## src/hw/rtl/map_line_rasterizer_assert.svh

```systemverilog
// Assertion macros shared by the map line rasterizer RTL.
`ifndef MAP_LINE_RASTERIZER_ASSERT_SVH
`define MAP_LINE_RASTERIZER_ASSERT_SVH

// Same-cycle implication, sampled on clk and disabled while rst_n is low.
`define MLR_ASSERT_NOW(label, ante, cons) \
  label: assert property (@(posedge clk) disable iff (!rst_n) (ante) |-> (cons)) \
    else $error("map_line_rasterizer: assertion failed");

// Next-cycle implication, sampled on clk and disabled while rst_n is low.
`define MLR_ASSERT_NEXT(label, ante, cons) \
  label: assert property (@(posedge clk) disable iff (!rst_n) (ante) |=> (cons)) \
    else $error("map_line_rasterizer: assertion failed");

`endif

```

## src/hw/rtl/mlr_pkg.sv

```systemverilog
// Shared widths, constants and multiply-divide request types for the map line rasterizer.
`default_nettype none

package mlr_pkg;

  localparam int OP_W   = 1;
  localparam int LAT_W  = 16;
  localparam int LONG_W = 17;
  localparam int HUE_W  = 9;
  localparam int PX_W   = 12;
  localparam int PY_W   = 11;

  // Request codes carried in the operation field.
  localparam logic [OP_W-1:0] OP_START = 1'b0;
  localparam logic [OP_W-1:0] OP_TICK  = 1'b1;

  // Bit-serial multiply-divide unit operand widths.
  localparam int MD_A_W   = 17;
  localparam int MD_B_W   = 13;
  localparam int MD_D_W   = 17;
  localparam int MD_P_W   = MD_A_W + MD_B_W;
  localparam int MD_CNT_W = $clog2(MD_P_W);

  // Projection divisors: full longitude and latitude spans in 1/256 degree.
  localparam int COL_DIV = 92160;
  localparam int ROW_DIV = 46080;

  typedef struct packed {
    logic              start;
    logic [MD_A_W-1:0] a;
    logic [MD_B_W-1:0] b;
    logic [MD_D_W-1:0] d;
  } md_req_t;

  typedef struct packed {
    logic              busy;
    logic              done;
    logic [MD_P_W-1:0] q;
  } md_rsp_t;

endpackage

`default_nettype wire

```

## src/hw/rtl/mlr_in_if.sv

```systemverilog
// Request channel interface carrying one line start or tick request.
`default_nettype none

interface mlr_in_if;
  import mlr_pkg::*;

  logic                     valid;
  logic                     ready;
  logic [OP_W-1:0]          operation;
  logic signed [LAT_W-1:0]  src_lat;
  logic signed [LONG_W-1:0] src_long;
  logic signed [LAT_W-1:0]  dst_lat;
  logic signed [LONG_W-1:0] dst_long;
  logic [HUE_W-1:0]         hue;

  modport source (
    output valid, operation, src_lat, src_long, dst_lat, dst_long, hue,
    input  ready
  );

  modport sink (
    input  valid, operation, src_lat, src_long, dst_lat, dst_long, hue,
    output ready
  );
endinterface

`default_nettype wire

```

## src/hw/rtl/mlr_out_if.sv

```systemverilog
// Result channel interface carrying one pixel of a rasterized line.
`default_nettype none

interface mlr_out_if;
  import mlr_pkg::*;

  logic             valid;
  logic             ready;
  logic [PX_W-1:0]  pixel_x;
  logic [PY_W-1:0]  pixel_y;
  logic [HUE_W-1:0] pixel_hue;
  logic             last;

  modport source (
    output valid, pixel_x, pixel_y, pixel_hue, last,
    input  ready
  );

  modport sink (
    input  valid, pixel_x, pixel_y, pixel_hue, last,
    output ready
  );
endinterface

`default_nettype wire

```

## src/hw/rtl/mlr_muldiv.sv

```systemverilog
// Bit-serial unit computing floor(a * b / d): shift-add multiply, then restoring divide.
`default_nettype none

module mlr_muldiv (
  input  logic             clk,
  input  logic             rst_n,
  input  mlr_pkg::md_req_t req,
  output mlr_pkg::md_rsp_t rsp
);
  import mlr_pkg::*;

  typedef enum logic [1:0] {M_IDLE, M_MUL, M_DIV} md_state_t;

  md_state_t           state_r, state_nxt;
  logic [MD_CNT_W-1:0] cnt_r, cnt_nxt;
  logic                done_r, done_nxt;
  logic [MD_A_W-1:0]   a_r, a_nxt;
  logic [MD_D_W-1:0]   d_r, d_nxt;
  logic [MD_A_W-1:0]   hi_r, hi_nxt;
  logic [MD_B_W-1:0]   lo_r, lo_nxt;
  logic [MD_D_W-1:0]   rem_r, rem_nxt;
  logic [MD_P_W-1:0]   quo_r, quo_nxt;

  logic [MD_A_W:0]     sum;
  logic [MD_P_W-1:0]   prod;
  logic [MD_D_W:0]     shifted;
  logic [MD_D_W:0]     trial;

  always_comb begin
    state_nxt = state_r;
    cnt_nxt   = cnt_r;
    done_nxt  = 1'b0;
    a_nxt     = a_r;
    d_nxt     = d_r;
    hi_nxt    = hi_r;
    lo_nxt    = lo_r;
    rem_nxt   = rem_r;
    quo_nxt   = quo_r;

    // One multiplier bit per cycle: add the multiplicand into the high half, shift right.
    sum     = {1'b0, hi_r} + (lo_r[0] ? {1'b0, a_r} : '0);
    prod    = {sum, lo_r[MD_B_W-1:1]};
    // One quotient bit per cycle, most significant first.
    shifted = {rem_r, quo_r[MD_P_W-1]};
    trial   = shifted - {1'b0, d_r};

    case (state_r)
      M_IDLE: begin
        if (req.start) begin
          a_nxt     = req.a;
          d_nxt     = req.d;
          hi_nxt    = '0;
          lo_nxt    = req.b;
          cnt_nxt   = MD_CNT_W'(MD_B_W - 1);
          state_nxt = M_MUL;
        end
      end
      M_MUL: begin
        hi_nxt = prod[MD_P_W-1:MD_B_W];
        lo_nxt = prod[MD_B_W-1:0];
        if (cnt_r == '0) begin
          quo_nxt   = prod;
          rem_nxt   = '0;
          cnt_nxt   = MD_CNT_W'(MD_P_W - 1);
          state_nxt = M_DIV;
        end else begin
          cnt_nxt = cnt_r - 1'b1;
        end
      end
      M_DIV: begin
        if (!trial[MD_D_W]) begin
          rem_nxt = trial[MD_D_W-1:0];
          quo_nxt = {quo_r[MD_P_W-2:0], 1'b1};
        end else begin
          rem_nxt = shifted[MD_D_W-1:0];
          quo_nxt = {quo_r[MD_P_W-2:0], 1'b0};
        end
        if (cnt_r == '0) begin
          done_nxt  = 1'b1;
          state_nxt = M_IDLE;
        end else begin
          cnt_nxt = cnt_r - 1'b1;
        end
      end
      default: begin
        state_nxt = M_IDLE;
      end
    endcase
  end

  always_ff @(posedge clk) begin
    if (!rst_n) begin
      state_r <= M_IDLE;
      cnt_r   <= '0;
      done_r  <= 1'b0;
    end else begin
      state_r <= state_nxt;
      cnt_r   <= cnt_nxt;
      done_r  <= done_nxt;
    end
  end

  always_ff @(posedge clk) begin
    a_r   <= a_nxt;
    d_r   <= d_nxt;
    hi_r  <= hi_nxt;
    lo_r  <= lo_nxt;
    rem_r <= rem_nxt;
    quo_r <= quo_nxt;
  end

  assign rsp.busy = (state_r != M_IDLE);
  assign rsp.done = done_r;
  assign rsp.q    = quo_r;

endmodule

`default_nettype wire

```

## src/hw/rtl/map_line_rasterizer.sv

```systemverilog
// Map line rasterizer top level: projects two map points and emits the line pixel by pixel.
// A tick request that draws runs its pixel through launch, the shared unit and the hold state
// into the output register; requests are taken one at a time, only while idle, and a tick
// with no line active is accepted and dropped. A start request runs four projections in turn
// on the shared bit-serial multiply-divide unit, then classifies the line's direction.
// Synchronous active-low reset returns the block to idle with no line and no pending pixel.
`default_nettype none

`include "map_line_rasterizer_assert.svh"

module map_line_rasterizer #(
  parameter int MAP_WIDTH  = 2048,
  parameter int MAP_HEIGHT = 1025
) (
  input  logic             clk,
  input  logic             rst_n,
  mlr_in_if.sink           in_ch,
  mlr_out_if.source        out_ch
);
  import mlr_pkg::*;

  // Offsets and clamped coordinates are worked in a small signed range.
  localparam int OFF_W   = 15;
  localparam int Q_W     = 14;
  localparam int COL_MAX = (MAP_WIDTH > 4095) ? 4095 : MAP_WIDTH;
  localparam int ROW_MAX = (MAP_HEIGHT - 1 > 2047) ? 2047 : MAP_HEIGHT - 1;
  localparam logic signed [OFF_W-1:0] HALF_W_S  = OFF_W'(MAP_WIDTH / 2);
  localparam logic signed [OFF_W-1:0] HALF_H_S  = OFF_W'(MAP_HEIGHT / 2);
  localparam logic signed [OFF_W-1:0] COL_MAX_S = OFF_W'(COL_MAX);
  localparam logic signed [OFF_W-1:0] ROW_MAX_S = OFF_W'(ROW_MAX);

  typedef enum logic [2:0] {S_IDLE, S_LAUNCH, S_PROJ, S_CLASS, S_PIX, S_HOLD} state_t;

  // Direction of the line: which coordinate is stepped and how the other one moves.
  // X forward with rows falling, X forward with rows rising, stepping rows with X falling
  // from the source, and stepping rows upward from the destination.
  typedef enum logic [1:0] {DIR_XF_YB, DIR_XF_YF, DIR_XB_YF, DIR_XB_YB} dir_t;

  // Control and line state.
  state_t            state_r, state_nxt;
  logic [1:0]        proj_idx_r, proj_idx_nxt;
  logic              pix_mode_r, pix_mode_nxt;
  logic              proj_neg_r, proj_neg_nxt;
  logic              drawing_r, drawing_nxt;
  dir_t              dir_r, dir_nxt;
  logic [PX_W-1:0]   start_col_r, start_col_nxt;
  logic [PY_W-1:0]   start_row_r, start_row_nxt;
  logic [PX_W-1:0]   end_col_r, end_col_nxt;
  logic [PY_W-1:0]   end_row_r, end_row_nxt;
  logic [PX_W-1:0]   step_cursor_r, step_cursor_nxt;
  logic [HUE_W-1:0]  line_hue_r, line_hue_nxt;
  logic              out_valid_r, out_valid_nxt;

  // Payload registers.
  logic signed [LAT_W-1:0]  src_lat_r, src_lat_nxt;
  logic signed [LONG_W-1:0] src_long_r, src_long_nxt;
  logic signed [LAT_W-1:0]  dst_lat_r, dst_lat_nxt;
  logic signed [LONG_W-1:0] dst_long_r, dst_long_nxt;
  logic [PX_W-1:0]          res_x_r, res_x_nxt;
  logic [PY_W-1:0]          res_y_r, res_y_nxt;
  logic                     res_last_r, res_last_nxt;
  logic [PX_W-1:0]          out_x_r, out_x_nxt;
  logic [PY_W-1:0]          out_y_r, out_y_nxt;
  logic [HUE_W-1:0]         out_hue_r, out_hue_nxt;
  logic                     out_last_r, out_last_nxt;

  md_req_t md_req;
  md_rsp_t md_rsp;

  logic                     in_acc;
  logic                     out_free;
  logic signed [LONG_W-1:0] proj_val;
  logic [MD_A_W-1:0]        proj_mag;
  logic [PX_W-1:0]          y1e, y2e;
  logic [PX_W-1:0]          pa, pb, pd;
  logic [PX_W-1:0]          q_pix;
  logic [PX_W-1:0]          px, py, stop;
  logic                     pix_last;
  logic [Q_W-1:0]           q_proj;
  logic signed [OFF_W-1:0]  off;
  logic signed [OFF_W-1:0]  col_sum, row_sum;
  logic [PX_W-1:0]          col_clamp;
  logic [PY_W-1:0]          row_clamp;

  assign in_acc   = in_ch.valid && in_ch.ready;
  assign out_free = !out_valid_r || out_ch.ready;

  // The shared unit computes floor(a * b / d) on magnitudes only.
  mlr_muldiv u_muldiv (
    .clk   (clk),
    .rst_n (rst_n),
    .req   (md_req),
    .rsp   (md_rsp)
  );

  // Projection operand: longitudes on even passes, latitudes on odd passes.
  always_comb begin
    case (proj_idx_r)
      2'd0:    proj_val = src_long_r;
      2'd1:    proj_val = LONG_W'(src_lat_r);
      2'd2:    proj_val = dst_long_r;
      default: proj_val = LONG_W'(dst_lat_r);
    endcase
    proj_mag = proj_val[LONG_W-1] ? MD_A_W'(~proj_val + 1'b1) : MD_A_W'(proj_val);
  end

  // Pixel operands: the cursor offset, the span of the dependent coordinate and the
  // span of the stepped coordinate.
  assign y1e = PX_W'(start_row_r);
  assign y2e = PX_W'(end_row_r);

  always_comb begin
    case (dir_r)
      DIR_XF_YB: begin
        pa = step_cursor_r - start_col_r;
        pb = y1e - y2e;
        pd = end_col_r - start_col_r;
      end
      DIR_XF_YF: begin
        pa = step_cursor_r - start_col_r;
        pb = y2e - y1e;
        pd = end_col_r - start_col_r;
      end
      DIR_XB_YF: begin
        pa = step_cursor_r - y1e;
        pb = start_col_r - end_col_r;
        pd = y2e - y1e;
      end
      default: begin
        pa = step_cursor_r - y2e;
        pb = start_col_r - end_col_r;
        pd = y1e - y2e;
      end
    endcase
  end

  always_comb begin
    md_req.start = (state_r == S_LAUNCH);
    if (pix_mode_r) begin
      md_req.a = MD_A_W'(pa);
      md_req.b = MD_B_W'(pb);
      md_req.d = MD_D_W'(pd);
    end else begin
      md_req.a = proj_mag;
      md_req.b = proj_idx_r[0] ? MD_B_W'(MAP_HEIGHT) : MD_B_W'(MAP_WIDTH);
      md_req.d = proj_idx_r[0] ? MD_D_W'(ROW_DIV) : MD_D_W'(COL_DIV);
    end
  end

  // Projection result: restore the sign of the truncated offset, add it to the map
  // center (subtract for rows, since north is up) and saturate to the map.
  always_comb begin
    q_proj  = md_rsp.q[Q_W-1:0];
    off     = proj_neg_r ? -$signed(OFF_W'(q_proj)) : $signed(OFF_W'(q_proj));
    col_sum = HALF_W_S + off;
    row_sum = HALF_H_S - off;
    if (col_sum < 0) begin
      col_clamp = '0;
    end else if (col_sum > COL_MAX_S) begin
      col_clamp = PX_W'(COL_MAX);
    end else begin
      col_clamp = col_sum[PX_W-1:0];
    end
    if (row_sum < 0) begin
      row_clamp = '0;
    end else if (row_sum > ROW_MAX_S) begin
      row_clamp = PY_W'(ROW_MAX);
    end else begin
      row_clamp = row_sum[PY_W-1:0];
    end
  end

  // Pixel result: the quotient moves the dependent coordinate away from its base.
  always_comb begin
    q_pix = md_rsp.q[PX_W-1:0];
    case (dir_r)
      DIR_XF_YB: begin
        px   = step_cursor_r;
        py   = y1e - q_pix;
        stop = end_col_r;
      end
      DIR_XF_YF: begin
        px   = step_cursor_r;
        py   = y1e + q_pix;
        stop = end_col_r;
      end
      DIR_XB_YF: begin
        px   = start_col_r - q_pix;
        py   = step_cursor_r;
        stop = y2e;
      end
      default: begin
        px   = end_col_r + q_pix;
        py   = step_cursor_r;
        stop = y1e;
      end
    endcase
    pix_last = (step_cursor_r >= stop);
  end

  always_comb begin
    state_nxt       = state_r;
    proj_idx_nxt    = proj_idx_r;
    pix_mode_nxt    = pix_mode_r;
    proj_neg_nxt    = proj_neg_r;
    drawing_nxt     = drawing_r;
    dir_nxt         = dir_r;
    start_col_nxt   = start_col_r;
    start_row_nxt   = start_row_r;
    end_col_nxt     = end_col_r;
    end_row_nxt     = end_row_r;
    step_cursor_nxt = step_cursor_r;
    line_hue_nxt    = line_hue_r;
    out_valid_nxt   = out_valid_r && !out_ch.ready;

    src_lat_nxt  = src_lat_r;
    src_long_nxt = src_long_r;
    dst_lat_nxt  = dst_lat_r;
    dst_long_nxt = dst_long_r;
    res_x_nxt    = res_x_r;
    res_y_nxt    = res_y_r;
    res_last_nxt = res_last_r;
    out_x_nxt    = out_x_r;
    out_y_nxt    = out_y_r;
    out_hue_nxt  = out_hue_r;
    out_last_nxt = out_last_r;

    case (state_r)
      S_IDLE: begin
        if (in_acc) begin
          if (in_ch.operation == OP_START) begin
            // A start abandons any line in progress and loads the new end points.
            src_lat_nxt  = in_ch.src_lat;
            src_long_nxt = in_ch.src_long;
            dst_lat_nxt  = in_ch.dst_lat;
            dst_long_nxt = in_ch.dst_long;
            line_hue_nxt = in_ch.hue;
            drawing_nxt  = 1'b0;
            proj_idx_nxt = 2'd0;
            pix_mode_nxt = 1'b0;
            state_nxt    = S_LAUNCH;
          end else if (drawing_r) begin
            pix_mode_nxt = 1'b1;
            state_nxt    = S_LAUNCH;
          end
        end
      end
      S_LAUNCH: begin
        proj_neg_nxt = proj_val[LONG_W-1];
        state_nxt    = pix_mode_r ? S_PIX : S_PROJ;
      end
      S_PROJ: begin
        if (md_rsp.done) begin
          case (proj_idx_r)
            2'd0:    start_col_nxt = col_clamp;
            2'd1:    start_row_nxt = row_clamp;
            2'd2:    end_col_nxt   = col_clamp;
            default: end_row_nxt   = row_clamp;
          endcase
          if (proj_idx_r == 2'd3) begin
            state_nxt = S_CLASS;
          end else begin
            proj_idx_nxt = proj_idx_r + 1'b1;
            state_nxt    = S_LAUNCH;
          end
        end
      end
      S_CLASS: begin
        // A line with equal columns or equal rows at its ends draws nothing.
        drawing_nxt = 1'b1;
        if (start_col_r < end_col_r && start_row_r > end_row_r) begin
          dir_nxt         = DIR_XF_YB;
          step_cursor_nxt = start_col_r;
        end else if (start_col_r < end_col_r && start_row_r < end_row_r) begin
          dir_nxt         = DIR_XF_YF;
          step_cursor_nxt = start_col_r;
        end else if (start_col_r > end_col_r && start_row_r < end_row_r) begin
          dir_nxt         = DIR_XB_YF;
          step_cursor_nxt = y1e;
        end else if (start_col_r > end_col_r && start_row_r > end_row_r) begin
          dir_nxt         = DIR_XB_YB;
          step_cursor_nxt = y2e;
        end else begin
          dir_nxt         = DIR_XF_YB;
          step_cursor_nxt = '0;
          drawing_nxt     = 1'b0;
        end
        state_nxt = S_IDLE;
      end
      S_PIX: begin
        if (md_rsp.done) begin
          res_x_nxt    = px;
          res_y_nxt    = py[PY_W-1:0];
          res_last_nxt = pix_last;
          if (pix_last) begin
            drawing_nxt = 1'b0;
          end else begin
            step_cursor_nxt = step_cursor_r + 1'b1;
          end
          state_nxt = S_HOLD;
        end
      end
      S_HOLD: begin
        // Wait for the output register to free up before taking the next request.
        if (out_free) begin
          out_valid_nxt = 1'b1;
          out_x_nxt     = res_x_r;
          out_y_nxt     = res_y_r;
          out_hue_nxt   = line_hue_r;
          out_last_nxt  = res_last_r;
          state_nxt     = S_IDLE;
        end
      end
      default: begin
        state_nxt = S_IDLE;
      end
    endcase
  end

  always_ff @(posedge clk) begin
    if (!rst_n) begin
      state_r       <= S_IDLE;
      proj_idx_r    <= 2'd0;
      pix_mode_r    <= 1'b0;
      proj_neg_r    <= 1'b0;
      drawing_r     <= 1'b0;
      dir_r         <= DIR_XF_YB;
      start_col_r   <= '0;
      start_row_r   <= '0;
      end_col_r     <= '0;
      end_row_r     <= '0;
      step_cursor_r <= '0;
      line_hue_r    <= '0;
      out_valid_r   <= 1'b0;
    end else begin
      state_r       <= state_nxt;
      proj_idx_r    <= proj_idx_nxt;
      pix_mode_r    <= pix_mode_nxt;
      proj_neg_r    <= proj_neg_nxt;
      drawing_r     <= drawing_nxt;
      dir_r         <= dir_nxt;
      start_col_r   <= start_col_nxt;
      start_row_r   <= start_row_nxt;
      end_col_r     <= end_col_nxt;
      end_row_r     <= end_row_nxt;
      step_cursor_r <= step_cursor_nxt;
      line_hue_r    <= line_hue_nxt;
      out_valid_r   <= out_valid_nxt;
    end
  end

  always_ff @(posedge clk) begin
    src_lat_r  <= src_lat_nxt;
    src_long_r <= src_long_nxt;
    dst_lat_r  <= dst_lat_nxt;
    dst_long_r <= dst_long_nxt;
    res_x_r    <= res_x_nxt;
    res_y_r    <= res_y_nxt;
    res_last_r <= res_last_nxt;
    out_x_r    <= out_x_nxt;
    out_y_r    <= out_y_nxt;
    out_hue_r  <= out_hue_nxt;
    out_last_r <= out_last_nxt;
  end

  assign in_ch.ready      = (state_r == S_IDLE);
  assign out_ch.valid     = out_valid_r;
  assign out_ch.pixel_x   = out_x_r;
  assign out_ch.pixel_y   = out_y_r;
  assign out_ch.pixel_hue = out_hue_r;
  assign out_ch.last      = out_last_r;

  // The shared unit only runs while a projection or a pixel is waiting on it.
  `MLR_ASSERT_NOW(a_md_busy_owned, md_rsp.busy, (state_r == S_PROJ || state_r == S_PIX))
  // Launching an operation always starts the unit.
  `MLR_ASSERT_NEXT(a_md_launch, state_r == S_LAUNCH, md_rsp.busy)
  // An active line never has equal end columns or equal end rows.
  `MLR_ASSERT_NOW(a_draw_nondegen, drawing_r,
                  (start_col_r != end_col_r) && (start_row_r != end_row_r))
  // While stepping columns the cursor never passes the end column.
  `MLR_ASSERT_NOW(a_cursor_bound, drawing_r && (dir_r == DIR_XF_YB || dir_r == DIR_XF_YF),
                  step_cursor_r <= end_col_r)

endmodule

`default_nettype wire
```

## src/flat_wrapper.sv

```systemverilog
// flat-port wrapper written by rule: the top's interface ports become plain ports
module map_line_rasterizer_flat import mlr_pkg::*;
#(
  parameter int MAP_WIDTH  = 2048,
  parameter int MAP_HEIGHT = 1025
)
  (clk, rst_n, in_ch_valid, in_ch_operation, in_ch_src_lat, in_ch_src_long, in_ch_dst_lat, in_ch_dst_long, in_ch_hue, in_ch_ready, out_ch_valid, out_ch_pixel_x, out_ch_pixel_y, out_ch_pixel_hue, out_ch_last, out_ch_ready);
  mlr_in_if in_ch_i ();
  mlr_out_if out_ch_i ();
  input  logic clk;
  input  logic rst_n;
  input wire logic [$bits(in_ch_i.valid)-1:0] in_ch_valid;
  input wire logic [$bits(in_ch_i.operation)-1:0] in_ch_operation;
  input wire logic [$bits(in_ch_i.src_lat)-1:0] in_ch_src_lat;
  input wire logic [$bits(in_ch_i.src_long)-1:0] in_ch_src_long;
  input wire logic [$bits(in_ch_i.dst_lat)-1:0] in_ch_dst_lat;
  input wire logic [$bits(in_ch_i.dst_long)-1:0] in_ch_dst_long;
  input wire logic [$bits(in_ch_i.hue)-1:0] in_ch_hue;
  output wire logic [$bits(in_ch_i.ready)-1:0] in_ch_ready;
  output wire logic [$bits(out_ch_i.valid)-1:0] out_ch_valid;
  output wire logic [$bits(out_ch_i.pixel_x)-1:0] out_ch_pixel_x;
  output wire logic [$bits(out_ch_i.pixel_y)-1:0] out_ch_pixel_y;
  output wire logic [$bits(out_ch_i.pixel_hue)-1:0] out_ch_pixel_hue;
  output wire logic [$bits(out_ch_i.last)-1:0] out_ch_last;
  input wire logic [$bits(out_ch_i.ready)-1:0] out_ch_ready;
  assign in_ch_i.valid = in_ch_valid;
  assign in_ch_i.operation = in_ch_operation;
  assign in_ch_i.src_lat = in_ch_src_lat;
  assign in_ch_i.src_long = in_ch_src_long;
  assign in_ch_i.dst_lat = in_ch_dst_lat;
  assign in_ch_i.dst_long = in_ch_dst_long;
  assign in_ch_i.hue = in_ch_hue;
  assign in_ch_ready = in_ch_i.ready;
  assign out_ch_valid = out_ch_i.valid;
  assign out_ch_pixel_x = out_ch_i.pixel_x;
  assign out_ch_pixel_y = out_ch_i.pixel_y;
  assign out_ch_pixel_hue = out_ch_i.pixel_hue;
  assign out_ch_last = out_ch_i.last;
  assign out_ch_i.ready = out_ch_ready;
  map_line_rasterizer #(.MAP_WIDTH(MAP_WIDTH), .MAP_HEIGHT(MAP_HEIGHT)) u_core (.clk(clk), .rst_n(rst_n), .in_ch(in_ch_i), .out_ch(out_ch_i));
endmodule
```

## config.mk

```make
export PLATFORM = sky130hd
export DESIGN_NAME = map_line_rasterizer_flat
export DESIGN_NICKNAME = d
export VERILOG_FILES = /design/src/hw/rtl/mlr_pkg.sv /design/src/hw/rtl/mlr_in_if.sv /design/src/hw/rtl/mlr_out_if.sv /design/src/hw/rtl/mlr_muldiv.sv /design/src/hw/rtl/map_line_rasterizer.sv /design/src/flat_wrapper.sv
export VERILOG_INCLUDE_DIRS = /design/src /design/src/hw/rtl
export SDC_FILE = /design/constraint.sdc
export NUM_CORES = 1
export LEC_CHECK = 0
export BUFFER_PORTS_ARGS = -buffer_cell sky130_fd_sc_hd__buf_2
export CORE_MARGIN = 10
export CORE_UTILIZATION = 45
export DETAILED_ROUTE_END_ITERATION = 16
export GPL_TIMING_DRIVEN = 1
export PLACE_DENSITY_LB_ADDON = 0.2
export SYNTH_ARGS = -nofsm -noshare
export SYNTH_HDL_FRONTEND = slang
export SYNTH_HIERARCHICAL = 1
export SYNTH_SLANG_ARGS = --single-unit
```

## constraint.sdc

```tcl
create_clock -name clk -period 5.85 [get_ports clk]
set_clock_uncertainty 0.05 [all_clocks]
set_input_delay 0.2925 -clock clk [delete_from_list [all_inputs] [get_ports clk]]
set_output_delay 0.2925 -clock clk [all_outputs]
set_load 0.1 [all_outputs]
```

# Word level (Yosys, flattened, before mapping)
# Index checks and enable logic that the tools add are counted.
word_totals:
  output_inout_bits: 35
  word_cells: 210
  regBits: 320
classes:
  n_reduce_logical: 41
  n_mux: 74
  add_sub_neg: 20
  bitwise_logic: 4
  n_eq_ne: 26
  order_cmp: 9
op_table:
  columns: ["operator", "count"]
  rows:
  - ["one-hot mux 12 bit (2 select lines)", 6]
  - ["two-way mux 12 bit", 8]
  - ["two-way mux 17 bit", 5]
  - ["one-hot mux 17 bit (2 select lines)", 2]
  - ["one-hot mux 30 bit (2 select lines)", 1]
  - ["one-hot mux 17 bit (3 select lines)", 1]
  - ["subtractor 12 bit", 4]
  - ["two-way mux 42 bit", 1]
  - ["two-way mux 11 bit", 3]
  - ["< comparator 15 x 1 -> 1 bit, second input constant", 2]
  - ["two-way mux 30 bit", 1]
  - ["AND reduction 3 bit", 9]
  - ["one-hot mux 13 bit (2 select lines)", 1]
  - ["two-way mux 2 bit", 12]
  - ["subtractor 11 x 11 -> 12 bit", 2]
  - ["subtractor 12 x 11 -> 12 bit", 2]
  - ["one-hot mux 11 bit (2 select lines)", 1]
  - ["two-way mux 3 bit", 7]
  - ["adder 17 x 18 -> 18 bit", 1]
  - ["!= test 2 bit, second input constant", 9]
  - ["subtractor 18 x 17 -> 18 bit", 1]
  - ["adder 17 x 1 -> 17 bit, second input constant", 1]
  - ["inverter 17 bit", 1]
  - ["two-way mux 16 bit", 1]
  - ["other kinds (45)", 92]

# Depth between registers and ports, before layout
# Gate-level depths: netlist (run 1).
depth:
  ltp_word: 8
  ltp_mapped: 17
  depth_no_buf: 14

# Modules after synthesis
# The synthesis (run 1) kept the hierarchy.
by_module_without_submodules:
  columns: ["module", "n_inst", "seq_area_each_um2", "area_each_um2", "cells_per_inst"]
  rows:
  - ["map_line_rasterizer", 1, 5255.0, 14600.3, 1657]
  - ["mlr_muldiv", 1, 3493.4, 6434.9, 569]

# Worst setup path before layout (run 1)
# No wires, ideal clock.
synth_timing:
  path_kind: "reg-to-reg"
  from: "register u_core.state_r[0]"
  to: "register u_core.dst_lat_r[0], enable pin"
  arrival_time_ps: 5039
  period_less_slack_ps: 5545
  slack_ps: 305
  setup_ps: 456
  path_stages_with_launch: 6
  cell_sequence: "dfxtp_1 -> buf_1 -> nor3_1 -> nand3b_1 -> inv_1 -> clkbuf_1"
synth_via:
  elab_chain_len: 3
synth_lines:
  columns: ["element", "line", "source"]
  rows:
  - ["start: declaration", "map_line_rasterizer.sv:40", "state_t state_r, state_nxt;"]
  - ["start signal: assignment", "map_line_rasterizer.sv:336", "state_r <= state_nxt;"]
  - ["logical NOT 3 bit *", "map_line_rasterizer.sv:366", "assign in_ch.ready = (state_r == S_IDLE);"]
  - ["net in_ch_ready", "flat_wrapper.sv:19", "output wire logic [$bits(in_ch_i.ready)-1:0] in_ch_ready;"]
  - ["logical AND 1 bit", "map_line_rasterizer.sv:85", "assign in_acc = in_ch.valid && in_ch.ready;"]
  - ["AND reduction 3 bit (no source line) *", null, null]
  - ["end signal: assignment", "map_line_rasterizer.sv:355", "dst_lat_r <= dst_lat_nxt;"]
  - ["end: declaration", "map_line_rasterizer.sv:57", "logic signed [LAT_W-1:0] dst_lat_r, dst_lat_nxt;"]
# The timed path passes the listed nets; every way through them passes the cells marked *.
# A chain may end at the register's enable or synchronous reset.

# Final worst setup path (run 1)
layout_timing:
  from: "register u_core.u_muldiv.quo_r[1]"
  to: "register u_core.start_row_r[7]"
layout_via:
  elab_chain_len: 6
  elab_cells_between_ends: 7
  cone_classes: "2 x add/sub; 2 x order compare; 3 x mux"
layout_lines:
  columns: ["element", "line", "source"]
  rows:
  - ["start: declaration", "mlr_muldiv.sv:22", "logic [MD_P_W-1:0] quo_r, quo_nxt;"]
  - ["start signal: assignment", "mlr_muldiv.sv:109", "quo_r <= quo_nxt;"]
  - ["negation 14 -> 15 bit", "map_line_rasterizer.sv:154", "off = proj_neg_r ? -$signed(OFF_W'(q_proj)) : $signed(OFF_W'(q_proj));"]
  - ["two-way mux 15 bit *", "map_line_rasterizer.sv:154", null]
  - ["subtractor 11 x 15 -> 15 bit *", "map_line_rasterizer.sv:156", "row_sum = HALF_H_S - off;"]
  - ["greater-than comparator 15 x 12 -> 1 bit", "map_line_rasterizer.sv:166", "end else if (row_sum > ROW_MAX_S) begin"]
  - ["two-way mux 11 bit", "map_line_rasterizer.sv:166", null]
  - ["two-way mux 11 bit *", "map_line_rasterizer.sv:164", "if (row_sum < 0) begin"]
  - ["end signal: assignment", "map_line_rasterizer.sv:343", "start_row_r <= start_row_nxt;"]
  - ["end: declaration", "map_line_rasterizer.sv:47", "logic [PY_W-1:0] start_row_r, start_row_nxt;"]
# Every way passes the cells marked *; elsewhere a longest branch is shown, timed or not.

==> results of run 1 <==
repair_timing:
| action | CTS | global route |
|---|---|---|
| setup buffers | 0 | 0 |
| hold endpoints to repair | 76 | 0 |
| hold buffers | 76 | 0 |
power groups by stage:
stage	logic [mW]	clock network (mW)	registers, mW
2_1_floorplan	1.26	0	2.83
3_3_place_gp	1.60	0	2.90
3_5_place_dp	1.61	0	2.91
4_1_cts	1.67	2.49	2.86
5_1_grt	1.86	2.58	2.88
6_report	1.68	2.44	2.86
per-stage QoR:
stage	cell area, um^2	hold slack (ns)	power, mW
after floorplan	21040	0.3414	4.084
after global placement	22070	0.3504	4.497
after detailed placement	22070	0.3545	4.519
after CTS	24130	0.02557	7.015
after global routing	24130	0.08324	7.326
final	24130	0.05872	6.982
flip-flops by register name (all words and copies together) (netlist names), 12 cells and up:
signal                 flops
u_core/u_muldiv/quo_r     30
u_core/dst_long_r         17
u_core/src_long_r         17
u_core/u_muldiv/a_r       17
u_core/u_muldiv/d_r       17
u_core/u_muldiv/hi_r      17
u_core/u_muldiv/rem_r     17
u_core/dst_lat_r          16
u_core/src_lat_r          16
u_core/u_muldiv/lo_r      13
u_core/end_col_r          12
u_core/out_ch.pixel_x     12
u_core/res_x_r            12
u_core/start_col_r        12
u_core/step_cursor_r      12
final timing paths:
kind | from | to | cells after the start
min | in_ch_valid | u_core/pix_mode_r$_SDFFE_PN0P_ | 3
min reg2reg | u_core/res_y_r[4]$_DFFE_PP_ | u_core/out_ch.pixel_y[4]$_DFFE_PP_ | 0
max reg2reg | u_core/u_muldiv/quo_r[1]$_DFFE_PP_ | u_core/start_row_r[7]$_SDFFE_PN0P_ | 11
max | u_core/u_muldiv/quo_r[1]$_DFFE_PP_ | u_core/start_row_r[7]$_SDFFE_PN0P_ | 11
cell usage after synthesis, types with 8 or more instances:
cell                       count  share of area
sky130_fd_sc_hd__or3_1        34          0.010
sky130_fd_sc_hd__fa_1         10         0.0095
sky130_fd_sc_hd__clkbuf_1     93          0.017
sky130_fd_sc_hd__nor2_1      172          0.031
sky130_fd_sc_hd__xor2_1       55          0.023
sky130_fd_sc_hd__a21boi_0      9         0.0032
sky130_fd_sc_hd__nor3_1       41         0.0098
sky130_fd_sc_hd__and3_1       16         0.0048
sky130_fd_sc_hd__o21ai_0     159          0.038
sky130_fd_sc_hd__nand2_1     182          0.032
sky130_fd_sc_hd__nand4_1      15         0.0045
sky130_fd_sc_hd__o21a_1       10         0.0036
sky130_fd_sc_hd__dfxtp_1      86          0.082
sky130_fd_sc_hd__mux2i_1      38          0.018
sky130_fd_sc_hd__a31oi_1      19         0.0057
sky130_fd_sc_hd__o211ai_1     23         0.0082
sky130_fd_sc_hd__a22o_1        8         0.0033
sky130_fd_sc_hd__a21o_1       50          0.018
sky130_fd_sc_hd__o31ai_1      11         0.0039
sky130_fd_sc_hd__o32ai_1       8         0.0033
sky130_fd_sc_hd__mux2_2       31          0.017
sky130_fd_sc_hd__nand3_1      37         0.0088
sky130_fd_sc_hd__or2_2        18         0.0054
sky130_fd_sc_hd__a21oi_1     215          0.051
sky130_fd_sc_hd__edfxtp_1    234           0.33
sky130_fd_sc_hd__ha_1        150          0.089
sky130_fd_sc_hd__and2_1       26         0.0077
sky130_fd_sc_hd__nand2b_1     23         0.0068
sky130_fd_sc_hd__xnor2_1      97          0.040
sky130_fd_sc_hd__inv_1       131          0.023
sky130_fd_sc_hd__a211oi_1     22         0.0079
sky130_fd_sc_hd__nor2b_1      35          0.010
sky130_fd_sc_hd__buf_1         8         0.0014
sky130_fd_sc_hd__a222oi_1     20         0.0095
routing by layer:
layer,up-vias,global-route usage,part of all wire
met4,2,0.1098,0.050
met2,749,0.3634,0.45
met3,151,0.04324,0.074
met1,8351,0.2926,0.43
li1,8394,-,-
met5,-,0,0.00014
cells by family (layout without fill, tap and decap cells):
kind of cell | count (synthesis) | after routing | share of synthesized area
XOR/XNOR | 153 | 153 | 0.06406
AO/OA/AOI/OAI | 643 | 643 | 0.1945
multiplexers | 70 | 70 | 0.03521
AND/OR/NAND/NOR | 631 | 631 | 0.1445
other | 1 | 1 | 0.0001783
buffers and inverters | 248 | 417 | 0.04687
adder cells (fa/ha/maj) | 160 | 160 | 0.09874
flip-flops | 320 | 320 | 0.4159
worst max-delay path: stages, from the launching register on:
cell and delay, ns:
sky130_fd_sc_hd__edfxtp_1 0.51, sky130_fd_sc_hd__inv_1 0.27, sky130_fd_sc_hd__ha_1 0.37, sky130_fd_sc_hd__or4b_2 0.69, sky130_fd_sc_hd__o21ai_0 0.20, sky130_fd_sc_hd__o2111ai_1 0.15
sky130_fd_sc_hd__a2111oi_0 1.16, sky130_fd_sc_hd__nor2_1 0.15, sky130_fd_sc_hd__o21ai_0 0.21, sky130_fd_sc_hd__a21oi_1 0.15, sky130_fd_sc_hd__nand4b_1 0.30, sky130_fd_sc_hd__o21ai_0 0.23
layout make-up:
class,instances,area [um^2]
timing repair buffer,211,1489
multi-input combinational,1658,11320
inverter,135,506.7
clock inverter,27,282.8
fill,4195,22230
tap,607,759.5
clock buffer,44,1015
sequential,320,8751
==> load_flow_metrics.sql, run 1 <==
INSERT INTO impl_metrics (metric_group, metric, value, unit) VALUES
('floorplanning', 'starting_density_of_the_core', '0.4538', ''),
('critical_path', 'worst-setup-path-type', 'reg -> reg', ''),
('synth', 'syn_inst_count', '2226', ''),
('synth', 'mappedNetlistArea', '21040', 'um^2'),
('grt', 'global_routing_usage_summed_across_all_routing_layers', '0.2281', ''),
('clock_network', 'insertion_delay', '0.57', 'ns'),
('drt', 'drt-pass1-iter-count', '5', ''),
('layout', 'area_growth_syn_to_layout', '14.69', '%'),
('sta', 'worst_slew_pin_slew', '1.316', 'ns'),
('grt', 'grt-ovfl-total', '0', ''),
('power', 'share_seq_of_total_power', '0.410', ''),
('power', 'total_leakage_power', '9.002', 'nW'),
('floorplanning', 'die_w', '236.2', 'um'),
('clock_network', 'cts_tree', 'yes', ''),
('placed_design', 'placement.setup.worst_slack', '1.534', 'ns'),
('drt', 'detail_route.wirelength', '65500', 'um'),
('sta', 'hold_violations', '0', ''),
('sta', 'post-route-period-util', '0.7761', ''),
('critical_path', 'worstSetupEndpointType', 'flip-flop', ''),
('placed_design', 'hpwlAfterDp', '47120', 'um'),
('power', 'power_share_of_the_combinational_group', '0.241', ''),
('synth', 'yosys_warnings', '6', ''),
('power', 'power_density', '289.4', 'nW/um^2'),
('sta', 'fmax', '220.2', 'MHz'),
('critical_path', 'worstPathMaxFanout', '8', ''),
('sta', 'final_worst_path_period_need', '4.540', 'ns'),
('floorplanning', 'die-height', '236.2', 'um'),
('floorplanning', 'placeableCoreArea', '46360', 'um^2'),
('power', 'switching_power', '2.235', 'mW'),
('power', 'peakVddDrop', '0.0002521', 'V'),
('sta', 'timing.final.max_slew_violations', '0', ''),
('layout', 'finalCoreUtilization', '0.5204', ''),
('floorplanning', 'fp-row-count', '79', ''),
('layout', 'layout_commonest_cell', 'sky130_fd_sc_hd__edfxtp_1', ''),
('layout', 'most_used_cells_in_the_layout_excluding_fill_and_tap_cells', 'sky130_fd_sc_hd__edfxtp_1, sky130_fd_sc_hd__a21oi_1, sky130_fd_sc_hd__nand2_1', ''),
('sta', 'max_slew_margin', '0.09970', ''),
('grt', 'grt_antenna_before_repair', '1', ''),
('drt', 'vias', '17650', ''),
('sta', 'postLayoutSetupSlackWorst', '1.310', 'ns'),
('clock_network', 'ctsHtreeMaxLevel', '2', ''),
('layout', 'design.final.nets', '2605', ''),
('synth', 'asyncSetResetFlopFracSynth', '0', ''),
('sta', 'setup_tns', '0', 'ns'),
('power', 'cell_internal_pwr', '4.747', 'mW'),
('synth', 'synth.avg_cell_area', '9.450', 'um^2'),
('synth', 'postSynthRegisterBits', '320', ''),
('placed_design', 'io_buffers', '114', ''),
('critical_path', 'ff2ff_setup_slack', '1.31', 'ns'),
('synth', 'synth-edff-count', '234', ''),
('grt', 'grt_max_degree', '69', ''),
('clock_network', 'clock-sinks', '320', ''),
('layout', 'post_route_cells_drive_above_1_share', '0.1148', ''),
('critical_path', 'crit_arrival', '4.97', 'ns'),
('grt', 'grt_pass1_vias', '17330', ''),
('status', 'status', 'finished clean', ''),
('drt', 'drt_iter0_markers', '1872', ''),
('clock_network', 'inserted_clock_buffers', '39', ''),
('floorplanning', 'die_area', '55790', 'um^2'),
('drt', 'routedWlPerCell', '21.82', 'um'),
('critical_path', 'critical_path_required', '6.28', 'ns'),
('power', 'clockPowerShare', '0.349', ''),
('synth', 'syn_nets', '2466', ''),
('synth', 'synth.distinct_cells', '88', ''),
('power', 'p_sw_frac', '0.3201', ''),
('drt', 'detail-route-antenna-nets', '0', ''),
('synth', 'ys_seq_area_frac', '0.4159', ''),
('floorplanning', 'ios', '115', ''),
('clock_network', 'clockRootBuffer', 'sky130_fd_sc_hd__clkbuf_16', ''),
('sta', 'grt_setup_unrepaired', 'false', ''),
('grt', 'grt_first_pass_wirelength', '101200', 'um'),
('clock_network', 'cts_resized', '0', ''),
('sta', 'setup_viol', '0', ''),
('layout', 'final_cell_count_no_fill', '3002', ''),
('critical_path', 'cp_startpoint_kind', 'flip-flop', ''),
('clock_network', 'cts.reportedPaths.clkPinSlew', '0.06', 'ns'),
('placed_design', 'place.gp.congestion', '1.008', ''),
('drt', 'total_drc_errors_in_the_routed_layout', '0', ''),
('run', 'max_cap_violations', '0', ''),
('drt', 'routed_via_density', '5.878', ''),
('clock_network', 'clock_path_buffers', '3', ''),
('placed_design', 'post-place-cells', '2855', ''),
('layout', 'n_antenna_cell', '0', ''),
('synth', 'postSynth.topFlopCell', 'sky130_fd_sc_hd__edfxtp_1', ''),
('hold_path', 'hold_path.class', 'in -> reg', '');
Power figures use the tool's default switching activity.
==> inputs of run 2 (changes only) <==
--- a/config.mk
+++ b/config.mk
@@ -6,6 +6,7 @@
 export SDC_FILE = /design/constraint.sdc
 export NUM_CORES = 1
 export LEC_CHECK = 0
+export ABC_AREA = 1
 export BUFFER_PORTS_ARGS = -buffer_cell sky130_fd_sc_hd__buf_2
 export CORE_MARGIN = 10
 export CORE_UTILIZATION = 45
==> constraint.sdc (replaced) <==
create_clock -name clk -period 4.3 [get_ports clk]
set_clock_uncertainty 0.05 [all_clocks]
set_input_delay 0.215 -clock clk [delete_from_list [all_inputs] [get_ports clk]]
set_output_delay 0.215 -clock clk [all_outputs]
set_load 0.1 [all_outputs]
==> run 2 against run 1 <==
Effect of this change: clock power is 38% higher; sequential share of layout area shrank 0.76 points; global-route usage up 1.5 points; critical endpoint is now u_core/step_cursor_r[8]$_SDFFE_PN0P_; wire length rose by 7.5%.
==> load_flow_metrics.sql, run 2 <==
INSERT INTO impl_metrics (metric_group, metric, value, unit) VALUES
('grt', 'global_routing_usage_summed_across_all_routing_layers', '0.2426', ''),
('power', 'total_leakage_power', '10.75', 'nW'),
('sta', 'setup_tns', '0', 'ns'),
('layout', 'design.final.nets', '3127', ''),
('critical_path', 'cell_chain_of_the_critical_path', 'buf_4 -> clkinv_1 -> nor2_2 -> a21oi_1 -> ha_1 -> o21ai_0 -> a21boi_0 -> o21ai_0 -> nand2_1 -> nand2_1 -> nand2_1 -> nand2_1 -> nand2_1 -> nand2_1 -> nand3_1 -> nand2_1 -> nand2_1 -> nand2_1 -> nand2_1 -> a21oi_1', ''),
('power', 'power_share_of_the_combinational_group', '0.462', ''),
('critical_path', 'worstPathMaxFanout', '24', ''),
('synth', 'asyncSetResetFlopFracSynth', '0', ''),
('critical_path', 'cp_startpoint_kind', 'flip-flop', ''),
('synth', 'mappedNetlistArea', '21310', 'um^2'),
('drt', 'drt-pass1-iter-count', '6', ''),
('power', 'p_sw_frac', '0.4357', ''),
('power', 'peakVddDrop', '0.0005321', 'V'),
('synth', 'library_cell_with_the_highest_instance_count_after_synthesis', 'sky130_fd_sc_hd__nand2_1', ''),
('critical_path', 'slowest_delay', '0.52', 'ns'),
('sta', 'hold_violations', '0', ''),
('floorplanning', 'placeableCoreArea', '46650', 'um^2'),
('layout', 'post_route_cells_drive_above_1_share', '0.1008', ''),
('critical_path', 'crit-reg2reg-launch', 'u_core/dir_r[1]$_SDFFE_PN0N_', ''),
('power', 'power_density', '609.7', 'nW/um^2'),
('synth', 'yosys_warnings', '6', ''),
('power', 'share_seq_of_total_power', '0.314', ''),
('floorplanning', 'starting_density_of_the_core', '0.4567', ''),
('floorplanning', 'die-height', '237.6', 'um'),
('layout', 'final_design_area_no_fill', '24640', 'um^2'),
('placed_design', 'place.gp.congestion', '1.021', ''),
('critical_path', 'family_of_cells_with_the_greatest_summed_delay_on_the_critical_path', 'simple AND/OR/NAND/NOR gates', ''),
('synth', 'post-synth-top-area-cell', 'sky130_fd_sc_hd__edfxtp_1', ''),
('critical_path', 'worst_path_max_delay_cell', 'sky130_fd_sc_hd__nor2_2', ''),
('synth', 'synth-edff-count', '234', ''),
('critical_path', 'critical_path_required', '4.73', 'ns'),
('hold_path', 'min_delay_worst_endpoint', 'u_core/line_hue_r[1]$_SDFFE_PN0P_', ''),
('drt', 'vias', '19720', ''),
('sta', 'hold_slack', '0.06063', 'ns'),
('placed_design', 'dpl-instance-area', '22570', 'um^2'),
('clock_network', 'clock_path_buffers', '3', ''),
('grt', 'grt-ovfl-total', '0', ''),
('layout', 'most_used_cells_in_the_layout_excluding_fill_and_tap_cells', 'sky130_fd_sc_hd__nand2_1, sky130_fd_sc_hd__inv_1, sky130_fd_sc_hd__a21oi_1', ''),
('grt', 'grt_antenna_before_repair', '0', ''),
('power', 'switching_power', '6.546', 'mW'),
('hold_path', 'hold_path.class', 'in -> reg', ''),
('sta', 'final_worst_path_period_need', '3.810', 'ns'),
('hold_path', 'hold_path.startpoint', 'in_ch_operation', ''),
('critical_path', 'crit_start', 'u_core/dir_r[1]$_SDFFE_PN0N_', ''),
('power', 'clockPowerShare', '0.224', ''),
('layout', 'regMostFlops', 'u_core/u_muldiv/quo_r', ''),
('synth', 'postSynthRegisterBits', '320', ''),
('synth', 'synth.avg_cell_area', '7.862', 'um^2'),
('clock_network', 'cts_resized', '0', ''),
('synth', 'syn_inst_count', '2710', ''),
('critical_path', 'worst-setup-path-type', 'reg -> reg', ''),
('synth', 'synth.distinct_cells', '57', ''),
('sta', 'postLayoutSetupSlackWorst', '0.4900', 'ns'),
('critical_path', 'worstSetupEndpointType', 'flip-flop', ''),
('layout', 'n_antenna_cell', '0', ''),
('placed_design', 'io_buffers', '114', ''),
('critical_path', 'cp.buffers_inverters', '2', ''),
('clock_network', 'clock-sinks', '320', ''),
('sta', 'max_slew_margin', '0.2469', ''),
('status', 'status', 'finished clean', ''),
('floorplanning', 'die_w', '237.6', 'um'),
('run', 'max_cap_violations', '0', ''),
('drt', 'routed_via_density', '5.596', ''),
('power', 'cell_internal_pwr', '8.478', 'mW'),
('grt', 'grt_pass1_vias', '18790', ''),
('grt', 'grt_max_degree', '75', ''),
('critical_path', 'worstRegToRegCells', '20', ''),
('drt', 'routedWlPerCell', '19.98', 'um'),
('layout', 'layout_commonest_cell', 'sky130_fd_sc_hd__nand2_1', ''),
('synth', 'synth.top_cells.by_area', 'sky130_fd_sc_hd__edfxtp_1, sky130_fd_sc_hd__nand2_1, sky130_fd_sc_hd__ha_1', ''),
('critical_path', 'ff2ff_setup_slack', '0.49', 'ns'),
('sta', 'fmax', '262.5', 'MHz'),
('clock_network', 'cts_tree', 'yes', ''),
('layout', 'area_growth_syn_to_layout', '15.65', '%'),
('sta', 'grt_setup_unrepaired', 'false', ''),
('clock_network', 'cts.reportedPaths.clkPinSlew', '0.06', 'ns'),
('critical_path', 'path_common_cell', 'sky130_fd_sc_hd__nand2_1', ''),
('clock_network', 'insertion_delay', '0.56', 'ns'),
('layout', 'largest_register_ffs', '30', ''),
('placed_design', 'placement.setup.worst_slack', '0.6368', 'ns'),
('synth', 'synth_largest_type_area_fraction', '0.3298', ''),
('clock_network', 'inserted_clock_buffers', '39', ''),
('synth', 'synth_commonest_cells', 'sky130_fd_sc_hd__nand2_1, sky130_fd_sc_hd__inv_1, sky130_fd_sc_hd__a21oi_1, sky130_fd_sc_hd__edfxtp_1, sky130_fd_sc_hd__o21ai_0', ''),
('drt', 'detail_route.wirelength', '70410', 'um'),
('sta', 'timing.final.max_slew_violations', '0', ''),
('grt', 'grt_first_pass_wirelength', '107900', 'um'),
('synth', 'ys_seq_area_frac', '0.4106', ''),
('floorplanning', 'die_area', '56450', 'um^2'),
('critical_path', 'capture_instance_of_the_worst_register_to_register_path', 'u_core/step_cursor_r[8]$_SDFFE_PN0P_', ''),
('clock_network', 'ctsHtreeMaxLevel', '2', ''),
('critical_path', 'crit_arrival', '4.24', 'ns'),
('placed_design', 'hpwlAfterDp', '53170', 'um'),
('sta', 'worst_slew_pin_slew', '1.121', 'ns'),
('sta', 'post-route-period-util', '0.8861', ''),
('synth', 'postSynth.topFlopCell', 'sky130_fd_sc_hd__edfxtp_1', ''),
('clock_network', 'clockRootBuffer', 'sky130_fd_sc_hd__clkbuf_16', ''),
('floorplanning', 'fp-row-count', '79', ''),
('sta', 'setup_viol', '0', ''),
('drt', 'drt_iter0_markers', '2081', ''),
('drt', 'detail-route-antenna-nets', '0', ''),
('synth', 'syn_nets', '2950', ''),
('hold_path', 'whs_path_depth', '4', ''),
('power', 'post-layout-total-power', '15.02', 'mW'),
('drt', 'total_drc_errors_in_the_routed_layout', '0', ''),
('floorplanning', 'ios', '115', '');
run 2: final cells by class:
class                           instances  area [um^2]
Clock buffer                           52         1077
Sequential cell                       320         8750
Tap cell                              607        759.5
Clock inverter                         19        225.2
Multi-Input combinational cell       1948        10880
Fill cell                            4405        22010
Timing Repair Buffer                  229         1639
Inverter                              349         1310
run 2: worst max-delay path by stage:
stage	endpoint	slack, ns	cells past startpoint
2_1_floorplan	u_core/dst_lat_r[0]$_DFFE_PP_	0.54	8
3_3_place_gp	u_core/step_cursor_r[10]$_SDFFE_PN0P_	0.72	20
3_5_place_dp	u_core/step_cursor_r[10]$_SDFFE_PN0P_	0.64	20
4_1_cts	u_core/step_cursor_r[10]$_SDFFE_PN0P_	0.56	20
5_1_grt	u_core/step_cursor_r[10]$_SDFFE_PN0P_	0.12	20
6_report	u_core/step_cursor_r[8]$_SDFFE_PN0P_	0.49	20
run 2: repair_timing:
action | in CTS | in global routing
setup buffers | 0 | 0
hold buffers | 77 | 0
hold endpoints to repair | 77 | 0
run 2: per-stage QoR:
step | cells | util
global placement | 3376 | 0.4837
global route | 3524 | 0.5282
finish | 3524 | 0.5282
floorplan | 2710 | -
detailed placement | 3376 | 0.4837
CTS | 3524 | 0.5282
run 2: power by group through the flow:
stage / Combinational (mW) / Sequential (mW) / Clock, mW
floorplan: 4.94 / 4.83 / 0
global placement: 6.71 / 4.76 / 0
detailed placement: 6.83 / 4.77 / 0
CTS: 6.91 / 4.71 / 3.44
global route: 7.82 / 4.78 / 3.55
finish: 6.94 / 4.72 / 3.36
run 2: logic make-up after synthesis:
family	count (synthesis)	share of synthesized area
AND/OR/NAND/NOR	1084	0.2152
flip-flops	320	0.4106
multiplexers	1	0.0004698
XOR/XNOR	64	0.02631
buffers and inverters	442	0.08092
adder cells (fa/ha/maj)	160	0.09748
AO/OA/AOI/OAI	638	0.1689
other	1	0.0001760
run 2: per-layer routing:
metal	up-vias	part of all wire	global-route usage
met5	-	0	0
met4	0	0.037	0.09031
met3	139	0.079	0.04547
met2	817	0.44	0.3836
met1	9234	0.44	0.3249
li1	9531	-	-
run 2: worst reg2reg max path, stage by stage, from the launching register on:
cell                       delay (ns)
sky130_fd_sc_hd__dfxtp_2         0.32
sky130_fd_sc_hd__buf_4           0.28
sky130_fd_sc_hd__clkinv_1        0.15
sky130_fd_sc_hd__nor2_2          0.52
sky130_fd_sc_hd__a21oi_1         0.17
sky130_fd_sc_hd__ha_1            0.29
sky130_fd_sc_hd__o21ai_0         0.16
sky130_fd_sc_hd__a21boi_0        0.10
sky130_fd_sc_hd__o21ai_0         0.16
sky130_fd_sc_hd__nand2_1         0.10
sky130_fd_sc_hd__nand2_1         0.07
sky130_fd_sc_hd__nand2_1         0.05
sky130_fd_sc_hd__nand2_1         0.06
sky130_fd_sc_hd__nand2_1         0.08
sky130_fd_sc_hd__nand2_1         0.10
sky130_fd_sc_hd__nand3_1         0.15
sky130_fd_sc_hd__nand2_1         0.12
sky130_fd_sc_hd__nand2_1         0.41
sky130_fd_sc_hd__nand2_1         0.19
sky130_fd_sc_hd__nand2_1         0.07
sky130_fd_sc_hd__a21oi_1         0.13
